--- config.mk ---
export PLATFORM = sky130hd
export DESIGN_NAME = multiplexed_servo_pulse_sequencer_top_flat
export DESIGN_NICKNAME = d
export VERILOG_FILES = /design/src/rtl/mssp_pkg.sv /design/src/rtl/mssp_ifs.sv /design/src/rtl/multiplexed_servo_pulse_sequencer_top.sv /design/src/flat_wrapper.sv
export SDC_FILE = /design/constraint.sdc
export NUM_CORES = 1
export LEC_CHECK = 0
export BUFFER_PORTS_ARGS = -buffer_cell sky130_fd_sc_hd__buf_2
export CAP_MARGIN = 20
export CORE_AREA = 2 2 127 222
export DETAILED_ROUTE_END_ITERATION = 10
export DIE_AREA = 0 0 129 224
export GPL_TIMING_DRIVEN = 0
export HOLD_SLACK_MARGIN = 0.12
export PLACE_DENSITY = 0.62
export SETUP_SLACK_MARGIN = 0.15
export SYNTH_ARGS = -nofsm -noshare
export SYNTH_HDL_FRONTEND = slang
export SYNTH_SLANG_ARGS = --single-unit
--- constraint.sdc ---
create_clock -name clk -period 3.5 [get_ports clk]
set_input_delay 0.35 -clock clk [delete_from_list [all_inputs] [get_ports clk]]
set_output_delay 0.35 -clock clk [all_outputs]
set_load 0.01 [all_outputs]
--- src/rtl/mssp_pkg.sv ---
// Package for the multiplexed servo pulse sequencer: widths, reset values,
// register indexes and the position-to-width function. No dependencies.
`default_nettype none

package mssp_pkg;

	localparam int CHANNELS   = 8;
	localparam int CH_W       = (CHANNELS > 1) ? $clog2(CHANNELS) : 1;
	localparam int CNT_W      = $clog2(CHANNELS + 1);
	localparam int CMP_W      = 5;

	localparam int FRAME_W    = 11;
	localparam int POS_W      = 8;
	localparam int WIDTH_W    = 7;
	localparam int PULSE_W    = 8;
	localparam int CCNT_W     = 4;
	localparam int SEL_W      = 3;
	localparam int CFG_IDX_W  = 2;
	localparam int CFG_DATA_W = 11;

	localparam logic [FRAME_W-1:0] FRAME_PERIOD_RST = FRAME_W'(1250);
	localparam logic [CCNT_W-1:0]  CHANNEL_COUNT_RST = '0;
	localparam logic [POS_W-1:0]   POS_RST   = POS_W'(128);
	localparam logic [WIDTH_W-1:0] WIDTH_RST = WIDTH_W'(94);

	localparam int WIDTH_BASE  = 63;
	localparam int WIDTH_SCALE = 63;
	localparam int PROD_W      = 15;

	typedef enum logic [CFG_IDX_W-1:0] {
		REG_FRAME_PERIOD  = 2'd0,
		REG_CHANNEL_COUNT = 2'd1
	} cfg_reg_t;

	typedef enum logic {
		MODE_TICK = 1'b0,
		MODE_SET  = 1'b1
	} item_mode_t;

	// Pulse width 63 + floor(63*pos/255); x/255 done as (x + (x>>8) + 1) >> 8,
	// exact for every x below 65535.
	function automatic logic [WIDTH_W-1:0] pulse_width(input logic [POS_W-1:0] pos);
		logic [PROD_W-1:0] prod;
		logic [PROD_W-1:0] sum;
		prod = PROD_W'(pos) * PROD_W'(WIDTH_SCALE);
		sum  = prod + (prod >> 8) + PROD_W'(1);
		return WIDTH_W'(WIDTH_BASE) + WIDTH_W'(sum >> 8);
	endfunction

endpackage

`default_nettype wire

--- src/rtl/mssp_ifs.sv ---
// Channel interfaces of the servo sequencer: item stream, result stream and
// configuration write port. Depends on mssp_pkg.
`default_nettype none

interface mssp_item_if import mssp_pkg::*; ();
	logic               valid;
	logic               ready;
	logic               mode;
	logic [SEL_W-1:0]   channel;
	logic [POS_W-1:0]   position;

	modport source (output valid, output mode, output channel, output position, input ready);
	modport sink   (input valid, input mode, input channel, input position, output ready);
endinterface

interface mssp_result_if import mssp_pkg::*; ();
	logic               valid;
	logic               ready;
	logic [PULSE_W-1:0] channel_pulses;
	logic [POS_W-1:0]   read_position;
	logic               frame_start;

	modport source (output valid, output channel_pulses, output read_position,
		output frame_start, input ready);
	modport sink   (input valid, input channel_pulses, input read_position,
		input frame_start, output ready);
endinterface

interface mssp_cfg_if import mssp_pkg::*; ();
	logic                  valid;
	logic                  ready;
	logic [CFG_IDX_W-1:0]  index;
	logic [CFG_DATA_W-1:0] data;

	modport source (output valid, output index, output data, input ready);
	modport sink   (input valid, input index, input data, output ready);
endinterface

`default_nettype wire

--- src/rtl/multiplexed_servo_pulse_sequencer_top.sv ---
// Top level of the multiplexed servo pulse sequencer: state, frame logic and
// result register. Depends on mssp_pkg and the interfaces in mssp_ifs.sv.
//
// Usage:
//  - item: one transaction per timer tick (mode 0) or per position update
//    (mode 1, stores a position byte and its pulse width for a channel).
//  - result: one transaction for every item, carrying the pulse bits, the
//    read-back position of the addressed channel and the frame start flag.
//  - cfg: register writes (0 frame_period, 1 channel_count), always ready;
//    write only while no item is in flight.
//  - A result appears in the cycle after its item is taken. Throughput is
//    one item per cycle unless result stalls; the whole step is a compare,
//    an 11-bit add and a width lookup between the state and result registers.
//  - While result is stalled, the held result stays put and item.ready stays
//    low; it rises again in the same cycle the receiver takes the result.
//  - Reset: frame_period 1250, no channels in use, all positions 128 (width
//    94), counter and pulse state cleared, no result pending.
`default_nettype none

module multiplexed_servo_pulse_sequencer_top import mssp_pkg::*; (
	input  wire logic  clk,
	input  wire logic  arst_n,
	mssp_item_if.sink     item,
	mssp_result_if.source result,
	mssp_cfg_if.sink      cfg
);

	// Configuration registers
	logic [FRAME_W-1:0] frame_period_q;
	logic [CCNT_W-1:0]  channel_count_q;

	// Channel tables
	logic [POS_W-1:0]   positions_q    [CHANNELS];
	logic [WIDTH_W-1:0] pulse_widths_q [CHANNELS];

	// Frame sequencing state
	logic [FRAME_W-1:0] frame_count_q;
	logic [CH_W-1:0]    active_q;
	logic [FRAME_W-1:0] pulse_end_q;
	logic               pulse_on_q;

	// Result register
	logic               res_valid_q;
	logic [PULSE_W-1:0] res_pulses_q;
	logic [POS_W-1:0]   res_pos_q;
	logic               res_fs_q;

	// Next-state and result logic
	logic               accept;
	logic               ch_ok;
	logic [CH_W-1:0]    ch_idx;
	logic [CNT_W-1:0]   n_used;
	logic [CNT_W-1:0]   act_plus;
	logic               wrap;
	logic [FRAME_W-1:0] fc_inc;
	logic [WIDTH_W-1:0] new_width;
	logic [FRAME_W-1:0] frame_count_d;
	logic [CH_W-1:0]    active_d;
	logic [FRAME_W-1:0] pulse_end_d;
	logic               pulse_on_d;
	logic               fs_d;
	logic [PULSE_W-1:0] pulses_d;
	logic [POS_W-1:0]   rd_d;

	assign accept     = item.valid && item.ready;
	assign item.ready = !res_valid_q || result.ready;
	assign cfg.ready  = 1'b1;

	assign result.valid          = res_valid_q;
	assign result.channel_pulses = res_pulses_q;
	assign result.read_position  = res_pos_q;
	assign result.frame_start    = res_fs_q;

	assign ch_ok     = CMP_W'(item.channel) < CMP_W'(CHANNELS);
	assign ch_idx    = CH_W'(item.channel);
	assign new_width = pulse_width(item.position);
	assign wrap      = frame_count_q >= frame_period_q;
	assign fc_inc    = frame_count_q + FRAME_W'(1);
	assign act_plus  = CNT_W'(active_q) + CNT_W'(1);

	// Clamp the channel count to what the tables hold.
	always_comb begin
		if (CMP_W'(channel_count_q) > CMP_W'(CHANNELS)) begin
			n_used = CNT_W'(CHANNELS);
		end else begin
			n_used = CNT_W'(channel_count_q);
		end
	end

	always_comb begin
		frame_count_d = frame_count_q;
		active_d      = active_q;
		pulse_end_d   = pulse_end_q;
		pulse_on_d    = pulse_on_q;
		fs_d          = 1'b0;
		if (item.mode == MODE_TICK) begin
			if (wrap) begin
				// Frame start: restart channel 0 if anything is in use.
				frame_count_d = '0;
				fs_d          = 1'b1;
				if (n_used != '0) begin
					active_d    = '0;
					pulse_end_d = FRAME_W'(pulse_widths_q[0]);
					pulse_on_d  = 1'b1;
				end else begin
					pulse_on_d = 1'b0;
				end
			end else begin
				frame_count_d = fc_inc;
				// End of the running pulse: hand over to the next channel or go quiet.
				if (pulse_on_q && fc_inc == pulse_end_q) begin
					if (act_plus < n_used) begin
						active_d    = CH_W'(act_plus);
						pulse_end_d = pulse_end_q
							+ FRAME_W'(pulse_widths_q[CH_W'(act_plus)]);
					end else begin
						pulse_on_d = 1'b0;
					end
				end
			end
		end
	end

	// Result fields reflect the state after this step.
	always_comb begin
		pulses_d = '0;
		if (pulse_on_d && CMP_W'(active_d) < CMP_W'(PULSE_W)) begin
			pulses_d = PULSE_W'(1) << active_d;
		end
		rd_d = '0;
		if (ch_ok) begin
			rd_d = (item.mode == MODE_SET) ? item.position : positions_q[ch_idx];
		end
	end

	// Configuration writes; unknown indexes are dropped.
	always_ff @(posedge clk or negedge arst_n) begin
		if (!arst_n) begin
			frame_period_q  <= FRAME_PERIOD_RST;
			channel_count_q <= CHANNEL_COUNT_RST;
		end else if (cfg.valid && cfg.ready) begin
			unique case (cfg.index)
				REG_FRAME_PERIOD:  frame_period_q  <= FRAME_W'(cfg.data);
				REG_CHANNEL_COUNT: channel_count_q <= CCNT_W'(cfg.data);
				default: ;
			endcase
		end
	end

	// Channel tables: update on a set transaction for a channel that exists.
	always_ff @(posedge clk or negedge arst_n) begin
		if (!arst_n) begin
			for (int i = 0; i < CHANNELS; i++) begin
				positions_q[i]    <= POS_RST;
				pulse_widths_q[i] <= WIDTH_RST;
			end
		end else if (accept && item.mode == MODE_SET && ch_ok) begin
			positions_q[ch_idx]    <= item.position;
			pulse_widths_q[ch_idx] <= new_width;
		end
	end

	// Frame state advances on every accepted transaction.
	always_ff @(posedge clk or negedge arst_n) begin
		if (!arst_n) begin
			frame_count_q <= '0;
			active_q      <= '0;
			pulse_end_q   <= '0;
			pulse_on_q    <= 1'b0;
		end else if (accept) begin
			frame_count_q <= frame_count_d;
			active_q      <= active_d;
			pulse_end_q   <= pulse_end_d;
			pulse_on_q    <= pulse_on_d;
		end
	end

	// Result register: load on accept, drop once the receiver takes it.
	always_ff @(posedge clk or negedge arst_n) begin
		if (!arst_n) begin
			res_valid_q <= 1'b0;
		end else if (accept) begin
			res_valid_q <= 1'b1;
		end else if (result.ready) begin
			res_valid_q <= 1'b0;
		end
	end

	always_ff @(posedge clk) begin
		if (accept) begin
			res_pulses_q <= pulses_d;
			res_pos_q    <= rd_d;
			res_fs_q     <= fs_d;
		end
	end

endmodule

`default_nettype wire

--- src/flat_wrapper.sv ---
// flat-port wrapper written by rule: the top's interface ports become plain ports
module multiplexed_servo_pulse_sequencer_top_flat import mssp_pkg::*;
  (clk, arst_n, item_valid, item_mode, item_channel, item_position, item_ready, result_valid, result_channel_pulses, result_read_position, result_frame_start, result_ready, cfg_valid, cfg_index, cfg_data, cfg_ready);
  mssp_item_if item_i ();
  mssp_result_if result_i ();
  mssp_cfg_if cfg_i ();
  input  wire logic clk;
  input  wire logic arst_n;
  input wire logic [$bits(item_i.valid)-1:0] item_valid;
  input wire logic [$bits(item_i.mode)-1:0] item_mode;
  input wire logic [$bits(item_i.channel)-1:0] item_channel;
  input wire logic [$bits(item_i.position)-1:0] item_position;
  output wire logic [$bits(item_i.ready)-1:0] item_ready;
  output wire logic [$bits(result_i.valid)-1:0] result_valid;
  output wire logic [$bits(result_i.channel_pulses)-1:0] result_channel_pulses;
  output wire logic [$bits(result_i.read_position)-1:0] result_read_position;
  output wire logic [$bits(result_i.frame_start)-1:0] result_frame_start;
  input wire logic [$bits(result_i.ready)-1:0] result_ready;
  input wire logic [$bits(cfg_i.valid)-1:0] cfg_valid;
  input wire logic [$bits(cfg_i.index)-1:0] cfg_index;
  input wire logic [$bits(cfg_i.data)-1:0] cfg_data;
  output wire logic [$bits(cfg_i.ready)-1:0] cfg_ready;
  assign item_i.valid = item_valid;
  assign item_i.mode = item_mode;
  assign item_i.channel = item_channel;
  assign item_i.position = item_position;
  assign item_ready = item_i.ready;
  assign result_valid = result_i.valid;
  assign result_channel_pulses = result_i.channel_pulses;
  assign result_read_position = result_i.read_position;
  assign result_frame_start = result_i.frame_start;
  assign result_i.ready = result_ready;
  assign cfg_i.valid = cfg_valid;
  assign cfg_i.index = cfg_index;
  assign cfg_i.data = cfg_data;
  assign cfg_ready = cfg_i.ready;
  multiplexed_servo_pulse_sequencer_top u_core (.clk(clk), .arst_n(arst_n), .item(item_i), .result(result_i), .cfg(cfg_i));
endmodule
Word level (Yosys, flattened, before mapping). Cells that the tools add are included.

Bits in registers: 179. Input bits: 30. Output and inout port bits: 20. Logic and storage cells: 93.

Add/sub/neg operators: 6. Multiply operators: 1. Order comparisons: 6. Eq/ne operators: 3. Shift operators: 1. Multiplexer cells: 32. Bitwise logic cells: 3. Reductions and logical operators: 15.

Operators by type and width (count): 64-bit bitwise mux (1); 56-bit bitwise mux (1); 11-bit two-way mux (5); 8-bit two-way mux (4); 8-bit binary-select mux with 3-bit select (1); 8-bit demux with 3-bit select (1); 7-bit binary-select mux with 3-bit select (1); 7-bit demux with 3-bit select (1); 7-bit two-way mux (3); 14-bit by 6-bit adder with 15-bit output (1); 15-bit by 1-bit adder with 15-bit output, second input constant (1); 3-bit two-way mux (5); 8-bit by 6-bit multiplier with 14-bit output, second input constant (1); 11-bit by 1-bit adder with 11-bit output, second input constant (1); 11-bit by 7-bit adder with 11-bit output (1); 11-bit == test (1); 11-bit greater-or-equal comparator (1); 4-bit greater-or-equal comparator, second input constant (2); 1-bit two-way mux (8); 3-bit inverter with 4-bit output (2); 1-bit by 3-bit left shift with 8-bit output, first input constant (1); 6-bit by 7-bit adder with 7-bit output, first input constant (1); 2-bit AND reduction (3); 2-bit nonzero test (3); 14 further kinds (17).

Longest topological paths before layout. Gate-level depths: netlist of run 1.

Depth after elaboration: 9. Mapped depth: 29. Depth with buffers taken out: 27.

Worst setup path before layout of run 1. Ideal clock, no wire load.

Kind: input-to-reg. Start: input port item_position[3]. End: register u_core.pulse_widths_q[11] in the netlist's numbering. Library setup time: 0.082 ns. Data arrival time: 6.474 ns. Required time: 3.418 ns. Path slack: -3.056 ns. Stages on the path: 27. Buffers on the path: 2. Path through: clkinv_1 fa_1 inv_1 fa_1 fa_1 ha_1 and2_4 a221oi_2 a21boi_0 o211ai_1 clkbuf_1 ha_1 nor3_1 nand2_1 a21oi_2 o31ai_1 nand2_1 o31a_1 buf_6 xnor2_1 inv_1 ha_1 nand4b_1 a2bb2oi_1 a41oi_1 nand3_1 mux2_2.

Cells in the longest elaborated chain, start to end: 5.

RTL lines: from (decl) (RTL line flat_wrapper.sv:12) `input wire logic [$bits(item_i.position)-1:0] item_position;`; 8-bit by 6-bit multiplier with 14-bit output (RTL line mssp_pkg.sv:45) `prod = PROD_W'(pos) * PROD_W'(WIDTH_SCALE);`; 14-bit by 6-bit adder with 15-bit output (RTL line mssp_pkg.sv:46) `sum = prod + (prod >> 8) + PROD_W'(1);`; 15-bit by 1-bit adder with 15-bit output (RTL line mssp_pkg.sv:46); 6-bit by 7-bit adder with 7-bit output (RTL line mssp_pkg.sv:47) `return WIDTH_W'(WIDTH_BASE) + WIDTH_W'(sum >> 8);`; 56-bit bitwise mux (RTL line multiplexed_servo_pulse_sequencer_top.sv:159) `pulse_widths_q[ch_idx] <= new_width;`; to (signal, indexed assignment) (RTL line multiplexed_servo_pulse_sequencer_top.sv:159); to (decl) (RTL line multiplexed_servo_pulse_sequencer_top.sv:34) `logic [WIDTH_W-1:0] pulse_widths_q [CHANNELS];`.

Every way passes these cells. A chain may end at the register's enable or synchronous reset.

Worst setup path after layout of run 1.
Start: input port item_position[4]. End: register u_core.pulse_widths_q[4] in the netlist's numbering.

Same word-level chain as after synthesis.

==> run summary, run 1 <==
The netlist uses 85 different library cells. The largest net degree at the start of global routing is 124. The worst setup skew after layout came out at 0.00863 ns. The TritonCTS clock tree is yes.

The post-route netlist has 30.8% of its cells at a drive strength greater than 1. The worst setup path endpoint is u_core.pulse_widths_q[4]$_DFFE_PN1P_. The post-CTS clock slew at the launch and capture registers of the worst setup and hold paths came out at 0.07 ns. The global routing usage on met3 came out at 3.37%. The summed negative setup slack over all endpoints is -108.87 ns. The die covers 28,900 um^2.

Setup repair after global routing could not meet its margin everywhere. For this run, global-route usage on met1 was measured as 22.1%. In this run the worst setup path begins at item_position[4].

The violation count after the first detailed-route iteration is 534. The net total in the final layout came out at 1,322. The type of the worst setup path is input port to flop. The actual transition at the worst max-transition pin came out at 1.09 ns.

For this run, the top clock speed supported by timing is 0.173 GHz. The die boundary height came out at 224 um. The average wire length per cell after detail routing is 18.9 um. The share of synthesized registers carrying an async set or reset is 90.5%. For the finished layout, the period the worst path requires is 5.77 ns.

The first global-routing pass estimated 47,300 um of wire. Of all cell types, the one taking the most synthesized area is dfrtp_1. The max-cap check violation count came out at 0.

The clock latency on the worst-skew pair is 0.44 ns. The number of buffers added on ports is 47. The length of the first detailed-routing pass in iterations is 7. Counting the fill cells in the layout gives 2,487. In this run the most used layer during global routing was met2. In this run, synthesis produced a sequential element count of 179. Across the VDD grid, the largest voltage drop is 0.908 mV. The TritonCTS buffer count came out at 17.

The required arrival time at the worst endpoint is 3.86 ns. The via total after detailed routing came out at 8,695. The placed wire-length estimate came out at 21,700 um. The count of buffering cells on the critical path with inverters included came out at 6.

The H-tree depth reported by CTS came out at 4. The flow ran to the end, but the final reports show violations. The total count of max-transition violations in the final report came out at 0.

The nature of the critical path startpoint is an input port. The area inside the core boundary is 27,100 um^2. The cell area after placement is 11,600 um^2. Pin placement for this block handled 50 I/O pins.

The worst hold path was traced through 3 stages. The post-synthesis to final-layout area growth came out at 24.8%. The overall global routing resource usage is 21.4%. In the post-synthesis netlist, the biggest area contributors are dfrtp_1, dfstp_2, o21ai_0. The setup check on the worst reg-to-reg path leaves a slack of 0.24 ns. On the critical path, the stage with the largest delay is an instance of fa_1. The number of antenna violations at the first check in global routing is 1. The maximum clock insertion buffer count is 2. The met2 usage came out at 40.7%. The number of global-route vias before repair is 8,913.

The routability congestion estimate from global placement came out at 0.890. The biggest fanout along the worst timing path came out at 8. For this run, the leading register cell type out of synthesis is dfrtp_1. 0 antenna diodes ended up in the layout. The buffer type at the clock tree root is clkbuf_16. The worst setup path is captured at a flop.

The tightest slew margin relative to the limit is 26.5%. For this run, the slowest stage of the critical path takes 0.56 ns. The number of stages on the worst setup path came out at 27. The post-route antenna net violation count came out at 0. The ratio of final minimum period to clock period came out at 165%. The arrival time of the worst setup path is 6.13 ns. The number of endpoints with negative hold slack in the final report came out at 0. The top cell type by area accounts for 25.3% of the synthesized area. The setup slack of the critical path after layout is -2.27 ns. The via density per instance came out at 5.42. The final reports fail on negative setup slack. Sequential cells were found to cover 43.0% of the synthesized design area. The cell count after synthesis came out at 1,089. The synthesis warning total came out at 0.

The final routed wirelength across all metal layers came out at 30,400 um. In this run, synthesis inferred 17 flip-flops with an integrated enable. The effective utilization at floorplan is 39.7%. The total grt overflow is 0. In this run the horizontal extent of the chip is 129 um. The min-delay analysis places its worst path in the category input port to flop. The endpoint identified for the worst register-to-register timing path is u_core.pulse_end_q[9]$_DFFE_PN0P_. The worst hold slack came out at 0.135 ns. In this design, the largest share of critical-path delay is due to adder cells. The standby leakage power came out at 0.00571 uW. The placement row count is 80. After routing the design area is 13,400 um^2. The number of nets handed over by synthesis was 1,188.

For this design the ratio of total power to cell area is 929 nW/um^2. The total clock sinks is 179. The mapped netlist covers 10,800 um^2. The final-report setup violation count came out at 56. The synthesized area per cell is 9.88 um^2. The worst reg-to-reg path cell count is 15.

The final core utilization is 49.5%. The remaining routing DRC violations came out at 0. In this run the critical register-to-register path is launched from u_core.active_q[0]$_DFFE_PN0P_.
-- worst register-to-register path, stage by stage (launching register included) --
cell and delay (ns):
dfrtp_2 0.46, ha_4 0.33, buf_6 0.14, mux4_2 0.34
mux2i_4 0.19, inv_1 0.06, ha_1 0.26, a21o_1 0.12
a21oi_2 0.06, o21bai_1 0.19, a21oi_2 0.09, nor2b_1 0.13
o21a_1 0.15, o2111ai_2 0.17, or3_1 0.37, a21oi_2 0.13
-- registers in the layout, summed over array words and instances, names as in the netlist --
name and count:
u_core.pulse_end_q 11, u_core.positions_q 64, u_core.pulse_widths_q 56, u_core.pulse_on_q 1, u_core.channel_count_q 4, u_core.frame_count_q 11, u_core.active_q 3, u_core.result.channel_pulses 8
u_core.result.valid 1, u_core.frame_period_q 11, u_core.result.frame_start 1, u_core.result.read_position 8
-- kinds of logic (layout without fill, tap and decap cells) --
family,Yosys count,in the layout,synth area share (%)
simple gates,335,335,14.5
compound gates,274,274,15.8
flops,179,179,43.0
buf+inv,121,268,4.47
mux,70,70,9.26
fa+ha+maj,69,69,9.42
xor+xnor,40,40,3.45
other cells,1,1,0.0349
-- final cells by class --
class,count,area [um^2],area share (%)
clock buffer,18,429,3.20
sequential,179,4640,34.5
timing repair buffer,115,835,6.22
buffer,58,303,2.25
tap,369,462,3.44
clock inverter,14,178,1.32
multi-input combinational,789,6320,47.1
inverter,63,265,1.98
-- timing repair --
| action | CTS | global route |
|---|---|---|
| hold buffers | 9 | 0 |
| setup endpoints to repair | 87 | 79 |
| resized for setup | 124 | 54 |
| pin swaps | 51 | 32 |
| endpoints found under the hold margin | 47 | 0 |
| buffers inserted | 37 | 19 |
| gates cloned | 0 | 0 |
-- through the flow --
stage / setup WS (ns) / power, uW / std cells
3_3_place_gp: -3.59 / 8450 / 1505
6_report: -2.27 / 12500 / 1605
3_5_place_dp: -3.64 / 8600 / 1508
4_1_cts: -2.24 / 12000 / 1586
2_1_floorplan: -2.42 / 7290 / 1089
5_1_grt: -2.50 / 13300 / 1605
-- Yosys cell counts, drive strengths merged (7+ instances only) --
library cell	number
and3	11
nand2b	11
a21oi	37
nand2	170
fa	20
a31oi	16
xor2	16
o21a	8
clkbuf	47
nor2b	11
a21o	8
a211oi	7
ha	49
xnor2	23
dfstp	53
o31ai	7
nor2	55
dfrtp	109
mux2	33
buf	11
inv	61
nor3	19
nand3	22
mux2i	17
edfxtp	17
mux4	20
o21ai	143
-- cells in the final DEF (no fill, tap or decap), drive strengths merged, types with 22 or more instances in the layout --
cell      n
a21oi    37
buf     118
clkbuf   64
dfrtp   109
dfstp    53
ha       49
inv      60
mux2     33
nand2   170
nand3    22
nor2     55
o21ai   143
xnor2    23
-- worst min-delay path by stage --
stage                                        from                              endpoint  slack, ns
2_1_floorplan                              arst_n        u_core.active_q[0]$_DFFE_PN0P_       0.05
3_3_place_gp   u_core.positions_q[19]$_DFFE_PN0P_    u_core.positions_q[19]$_DFFE_PN0P_       0.46
3_5_place_dp                               arst_n     u_core.pulse_end_q[9]$_DFFE_PN0P_       0.25
4_1_cts                               cfg_data[7]  u_core.frame_period_q[7]$_DFFE_PN1P_       0.13
5_1_grt                               cfg_data[7]  u_core.frame_period_q[7]$_DFFE_PN1P_       0.13
6_report                              cfg_data[7]  u_core.frame_period_q[7]$_DFFE_PN1P_       0.14
-- per-layer routing --
metal / wire [um] / part of all wire [%]
met3: 1000 / 3.3
met1: 10900 / 36
met2: 16900 / 56
met5: 16 / 0.053
met4: 1620 / 5.3
-- report_power, final --
| part | switching (uW) | leakage, uW | internal [uW] |
|---|---|---|---|
| sequential | 346 | 0.00210 | 2850 |
| combinational | 3920 | 0.00333 | 3370 |
| clock | 863 | 0.000291 | 1130 |
| total | 5130 | 0.00571 | 7350 |
Note: power is estimated with default switching activity, not from simulation.
==> run 2: changes to the inputs <==
--- a/config.mk
+++ b/config.mk
@@ -12,8 +12,8 @@
 export DIE_AREA = 0 0 129 224
 export GPL_TIMING_DRIVEN = 0
 export HOLD_SLACK_MARGIN = 0.12
-export PLACE_DENSITY = 0.62
 export SETUP_SLACK_MARGIN = 0.15
+export SKIP_LAST_GASP = 1
 export SYNTH_ARGS = -nofsm -noshare
 export SYNTH_HDL_FRONTEND = slang
 export SYNTH_SLANG_ARGS = --single-unit
==> run 2 against run 1 <==
The run still ends with negative setup slack left. Worst hold slack better by 0.0054 ns. Wire length fell by 0.14%. Clock skew is 0.00060 ns higher. Highest routed layer unchanged. Register-to-register slack worse by 0.02 ns. Critical endpoint is now u_core.pulse_widths_q[27]$_DFFE_PN1P_. Fmax grew 0.39%. Utilization grew 0.91 points. Via count grew 1.8%. Largest cell class unchanged. Largest power group unchanged. Die area unchanged. Critical path depth fell by 1. Cell count grew 1.5%. Cell area rose by 1.8%.
==> run summary, run 2 (synthesized netlist as in run 1, its figures left out) <==
50 I/O pins were placed. Clock tree synthesis inserted a total of 17 buffers. STA puts the critical path data arrival time at 6.11 ns. At the end of the flow the core is filled with cells to 50.4%.

The tightest min-delay check is of the input port to flop type. In the layout the commonest cells are nand2_1, o21ai_0, dfrtp_1. The top register by number of flip-flops is u_core.positions_q.

Across all layers, the routed design uses 8,849 vias. The H-tree depth reported by CTS is 4. The placement row count is 80. The antenna cell count is 0. Setup repair after global routing could not meet its margin everywhere. The width of the chip came out at 129 um. The setup slack of the critical path after layout came out at -2.25 ns. The worst setup skew after layout is 0.00923 ns. On the final layout, the worst hold slack is 0.141 ns.

The TritonCTS clock tree is yes. The total clock sinks came out at 179. The setup slack at placement is -3.54 ns. The type of the worst setup path is input port to flop.

The length of the first detailed-routing pass in iterations came out at 5. The initial utilization of the core area, before any placement, comes to 39.7%. The number of antenna violations at the first check in global routing came out at 1. The remaining routing DRC violations is 0. The die boundary height is 224 um. The clock reaches the later pin of the worst-skew pair after 0.44 ns. The detail route stage leaves a number of antenna-violating nets equal to 0. The number of global-route vias before repair came out at 9,010. Summed over all cells, the static leakage comes to 0.00587 uW. Clock-pin slew was measured on the worst setup and hold paths at 0.07 ns. Global routing consumed, on the met3 layer, 2.89% of the routing resources. The register with the most flip-flops in the layout has 64 of them. The worst setup path is captured at a flop. In the final design database the tool counted 1,346 nets. In this run the most used layer during global routing was met2. The area of the die is 28,900 um^2.

The final critical path takes up 164% of the cycle. The final routed wirelength across all metal layers came out at 30,400 um. At the pin with the least slew margin, the transition time is 1.16 ns. The core region is 27,100 um^2. The tightest slew margin relative to the limit came out at 21.8%.

The share of cells above drive strength 1 came out at 32.7%. In this run the deepest clock path goes through 2 buffers. For the worst setup path, the data required time is 3.86 ns. The met2 usage is 39.1%. After the first detailed-routing iteration, the DRC count stood at 536. The largest registers in the layout are u_core.positions_q x64, u_core.pulse_widths_q x56. The max-cap check violation count is 0.

The via density per instance came out at 5.43. The placed wire-length estimate came out at 21,500 um. The total grt overflow is 0. The global routing usage on met1 came out at 23.6%. The global-route wire length before repair came out at 47,800 um. VDD sags by at most 1.14 mV. The nature of the critical path startpoint is an input port. Subtracting the final worst setup slack from the clock period gives 5.75 ns. The final-report setup violation count is 56. The most common library cell in the layout ignoring fill and taps is nand2_1. The total count of max-transition violations in the final report was 0.

The fmax is 0.174 GHz. The biggest fanout along the worst timing path came out at 8. The tree is rooted in a clkbuf_16. The number of buffers added on ports came out at 47. The post-synthesis to final-layout area growth came out at 27.1%. The final reports fail on negative setup slack.

The flow ran to the end, but the final reports show violations. The number of endpoints with negative hold slack in the final report is 0. The overall global routing resource usage is 21.3%. The largest net degree at the start of global routing is 104.

In the final routed layout, each cell accounts on average for 18.6 um. The routability congestion estimate from global placement is 0.860. The power per cell area came out at 959 nW/um^2.
[run 2: cell types whose count changed in the layout (fill, tap and decap cells not counted), sizes merged]
cell         delta
clkinv          -1
buf            +24
clkinvlp        -2
bufinv          -1
clkbuf          +3
dlygate4sd3     -1
inv             +2
[run 2: layout make-up]
type	count	area [um^2]
fill	2492	13500
multi-input combinational	789	6360
sequential	179	4640
timing repair buffer	139	1060
tap	369	462
clock buffer	20	447
buffer	58	303
inverter	63	262
clock inverter	12	146
[run 2: power by group]
group / switching (uW) / internal, uW
Clock: 858 / 1090
Sequential: 363 / 2850
Combinational: 4110 / 3860
Total: 5330 / 7790
[run 2: repair_timing]
item / 4_1_cts / 5_1_grt
pin swaps: 51 / 57
setup buffers: 55 / 26
cloned: 0 / 0
setup endpoints to repair: 85 / 83
hold buffers: 8 / 0
hold endpoints to repair: 45 / 0
resized for setup: 122 / 92
[run 2: worst paths after layout]
kind	startpoint	to	slack [ns]	depth (start not counted)
setup / recovery	item_position[5]	u_core.pulse_widths_q[27]$_DFFE_PN1P_	-2.25	26
hold / removal	cfg_data[2]	u_core.frame_period_q[2]$_DFFE_PN0P_	0.14	3
setup reg to reg	u_core.active_q[0]$_DFFE_PN0P_	u_core.pulse_end_q[9]$_DFFE_PN0P_	0.22	16
hold reg to reg	u_core.pulse_widths_q[16]$_DFFE_PN1P_	u_core.pulse_widths_q[16]$_DFFE_PN1P_	0.47	2
max in group asynchronous	arst_n	u_core.positions_q[5]$_DFFE_PN0P_	2.12	3
min in group asynchronous	arst_n	u_core.pulse_end_q[9]$_DFFE_PN0P_	0.46	2
[run 2: routing by layer]
layer | wire [um] | up-vias
met3 | 970 | 68
met4 | 1340 | 2
met1 | 11200 | 4396
met2 | 16800 | 228
met5 | 13 | -
li1 | - | 4155
[run 2: critical path, cell delays in order]
cell,delay (ns)
buf_12,0.09
clkinvlp_4,0.11
fa_1,0.53
inv_2,0.06
fa_1,0.55
fa_1,0.46
ha_4,0.26
and2_4,0.18
a221oi_4,0.28
a21boi_2,0.09
o211ai_1,0.30
buf_4,0.20
ha_4,0.14
nor3_4,0.04
nor4b_4,0.15
buf_4,0.16
o41ai_4,0.34
nand2_1,0.11
o31a_1,0.31
buf_6,0.14
buf_12,0.13
nor4b_4,0.35
o2111ai_4,0.17
xor2_2,0.18
buf_6,0.15
mux2_2,0.25
[run 2: per-stage QoR]
stage	TNS, ns	cell area (um^2)	cells	power [uW]
2_1_floorplan	-113.61	10900	1089	7290
3_3_place_gp	-228.32	11600	1505	8430
3_5_place_dp	-182.32	11600	1508	8560
4_1_cts	-105.65	13100	1603	12100
5_1_grt	-121.20	13700	1629	14000
6_report	-110.33	13700	1629	13100
==> run 3: changes to the inputs <==
--- a/config.mk
+++ b/config.mk
@@ -6,7 +6,6 @@
 export NUM_CORES = 1
 export LEC_CHECK = 0
 export BUFFER_PORTS_ARGS = -buffer_cell sky130_fd_sc_hd__buf_2
-export CAP_MARGIN = 20
 export CORE_AREA = 2 2 127 222
 export DETAILED_ROUTE_END_ITERATION = 10
 export DIE_AREA = 0 0 129 224
==> constraint.sdc (replaced) <==
create_clock -name clk -period 6.3 [get_ports clk]
set_input_delay 0.63 -clock clk [delete_from_list [all_inputs] [get_ports clk]]
set_output_delay 0.63 -clock clk [all_outputs]
set_load 0.01 [all_outputs]
==> run 3 against run 2 <==
Combinational power decreased by 54%. Cell count decreased by 3.3%. Power decreased by 51%. The run now ends clean. Die area unchanged. Wire length decreased by 4.8%. Sequential power decreased by 45%. Flip-flop and latch count unchanged. Register-to-register slack improved by 1.8 ns. Setup slack improved by 2.4 ns. Sequential share of layout area increased by 2.2 points. First-iteration DRC count decreased by 15%. Worst hold slack improved by 0.26 ns.
==> run summary, run 3 (synthesized netlist as in run 1, its figures left out) <==
The I/O pin count came out at 50. The die boundary height is 224 um. STA classifies the critical path startpoint as an input port. The cell area after placement is 11,600 um^2. The via total after detailed routing is 8,468. The effective utilization at floorplan is 39.7%.

The worst hold path belongs to the class input port to flop. The tool flagged a number of max-cap violations equal to 0. The violation count after the first detailed-route iteration came out at 453. For the pin with the worst max-slew slack, the measured transition is 1.25 ns. The final routed wirelength across all metal layers came out at 28,900 um. The finished layout cell area came out at 12,800 um^2.

The first global-routing pass estimated 46,900 um of wire. The layout has 2,611 filler cells. The width of the chip is 129 um. The region available for standard cell placement spans 27,100 um^2. The count of buffering cells on the critical path with inverters included came out at 7. Setup repair after global routing could not meet its margin everywhere.

The highest ir drop seen on vdd is 0.560 mV. The share of cells above drive strength 1 came out at 24.5%. The congestion estimate from routability-driven global placement came to 0.866.

The area of the die is 28,900 um^2. The overall global routing resource usage came out at 21.0%. The largest registers in the layout are u_core.positions_q x64, u_core.pulse_widths_q x56. The number of flip-flops under the largest register name is 64.

The biggest fanout along the worst timing path came out at 8. The area growth from synthesis to layout is 19.3%. The total clock sinks came out at 179. The number of endpoints with negative hold slack in the final report was 0. For the finished layout, the period the worst path requires is 6.10 ns. The arrival time of the worst setup path came out at 6.46 ns. The length of the first detailed-routing pass in iterations is 5. The floorplan has 80 rows. The required arrival time at the worst endpoint is 6.66 ns. CTS placed an instance of clkbuf_16 at the clock tree root. For this run, the post-layout net count is 1,292. The ratio of final minimum period to clock period came out at 96.8%. The worst setup path is captured at a flop. The flow ran to the end, and the final reports show no timing, DRC or antenna violations.

The slowest stage of the critical path belongs to the cell fa_1. Hold timing on the final database bottoms out at a slack of 0.396 ns. The TritonCTS buffer count is 17. The TritonCTS clock tree is yes. The placed wire-length estimate is 21,600 um. The post-route antenna net violation count is 0.

The average wire length per cell after detail routing came out at 18.4 um. The power per cell area is 506 nW/um^2. The H-tree depth reported by CTS came out at 4. The register with the most flip-flops in the final layout is u_core.positions_q.

Timing would allow up to 0.164 GHz. The maximum clock insertion buffer count came out at 2. The number of antenna violations at the first check in global routing was 1. The total count of max-transition violations in the final report came to 0.

The number of buffers added on ports is 47. The via density per instance came out at 5.38. The tightest slew margin relative to the limit came out at 15.7%.

The largest net degree at the start of global routing came out at 111. By startpoint and endpoint, the worst setup path is classified as input port to flop. The number of global-route vias before repair was 8,896. The standby leakage power is 0.00552 uW. Leaving out fill and tap cells, the most frequent cell in the layout is nand2_1. The worst setup skew after layout is 0.0114 ns. The total grt overflow is 0. The clock latency on the worst-skew pair came out at 0.44 ns. The post-CTS clock slew at the launch and capture registers of the worst setup and hold paths is 0.07 ns. The kind of cell with the highest combined delay on the critical path is adder cells. The remaining routing DRC violations came out at 0.

The slack of the worst reg-to-reg path is 1.98 ns. The biggest cell delay along the critical path came out at 0.54 ns. The top cell types in the final layout, fill and taps aside, are nand2_1, o21ai_0, dfrtp_1. Setup violations remaining at the end of the flow were counted as 0. The number of antenna diodes in the final layout is 0.
run 3: cell types whose count changed in the layout (fill, tap and decap cells not counted), moves of 5 or more:
| cell | previous run | this run |
|---|---|---|
| a21oi_2 | 6 | 1 |
| buf_4 | 75 | 37 |
| buf_6 | 12 | 6 |
| clkbuf_1 | 43 | 49 |
| dlygate4sd3_1 | 8 | 1 |
| o21ai_0 | 106 | 140 |
| o21ai_2 | 28 | 0 |
run 3: per-layer routing:
layer  global-route usage, %  wire length (um)  vias to the layer above  share of wire (%)
li1                        -                 -                     4040                  -
met1                    22.1             10600                     4185                 37
met2                    40.8             16500                      189                 57
met3                    2.77               747                       52                2.6
met4                    8.94              1040                        2                3.6
met5                       0                13                        -              0.045
run 3: repair_timing:
action                                  CTS  global route
hold buffers                              1             0
pin swaps                                29            18
hold endpoints to repair                 23             0
resized for setup                        43            33
setup buffers                            27             9
endpoints found under the setup margin   41            40
run 3: final cells by class:
type                       count  area (um^2)  area share, %
buffer                        58          254           1.98
clock buffer                  23          479           3.73
clock inverter                 9          119          0.926
inverter                      63          262           2.04
multi-input combinational    789         6020           46.9
sequential                   179         4630           36.1
tap                          369          462           3.60
timing repair buffer          85          604           4.71
run 3: final timing paths:
path	cells after the start	start	end
max	29	item_position[4]	u_core.pulse_widths_q[25]$_DFFE_PN1P_
min	3	cfg_data[5]	u_core.frame_period_q[5]$_DFFE_PN1P_
max reg2reg	15	u_core.active_q[0]$_DFFE_PN0P_	u_core.pulse_end_q[7]$_DFFE_PN0P_
min reg2reg	2	u_core.pulse_widths_q[45]$_DFFE_PN1P_	u_core.pulse_widths_q[45]$_DFFE_PN1P_
max in group asynchronous	3	arst_n	u_core.positions_q[22]$_DFFE_PN0P_
min in group asynchronous	2	arst_n	u_core.pulse_end_q[9]$_DFFE_PN0P_
run 3: tightest hold or removal path: stages:
cell and delay, ns:
buf_2 0.08, nand2_1 0.03, o21ai_0 0.06
run 3: per-stage QoR:
step	instances	util (%)	setup WS (ns)	setup TNS [ns]	total power (uW)
2_1_floorplan	1089	-	0.105	0	4030
3_3_place_gp	1505	42.6	-0.915	-27.52	4680
3_5_place_dp	1506	42.8	-1.01	-31.04	4730
4_1_cts	1566	46.5	0.144	0	6190
5_1_grt	1575	47.3	-0.0196	-0.121	6950
6_report	1575	47.3	0.201	0	6490
run 3: where the power goes:
part           switching, uW  total [uW]  internal [uW]
sequential               191        1770           1580
combinational           1920        3630           1710
clock                    464        1090            625
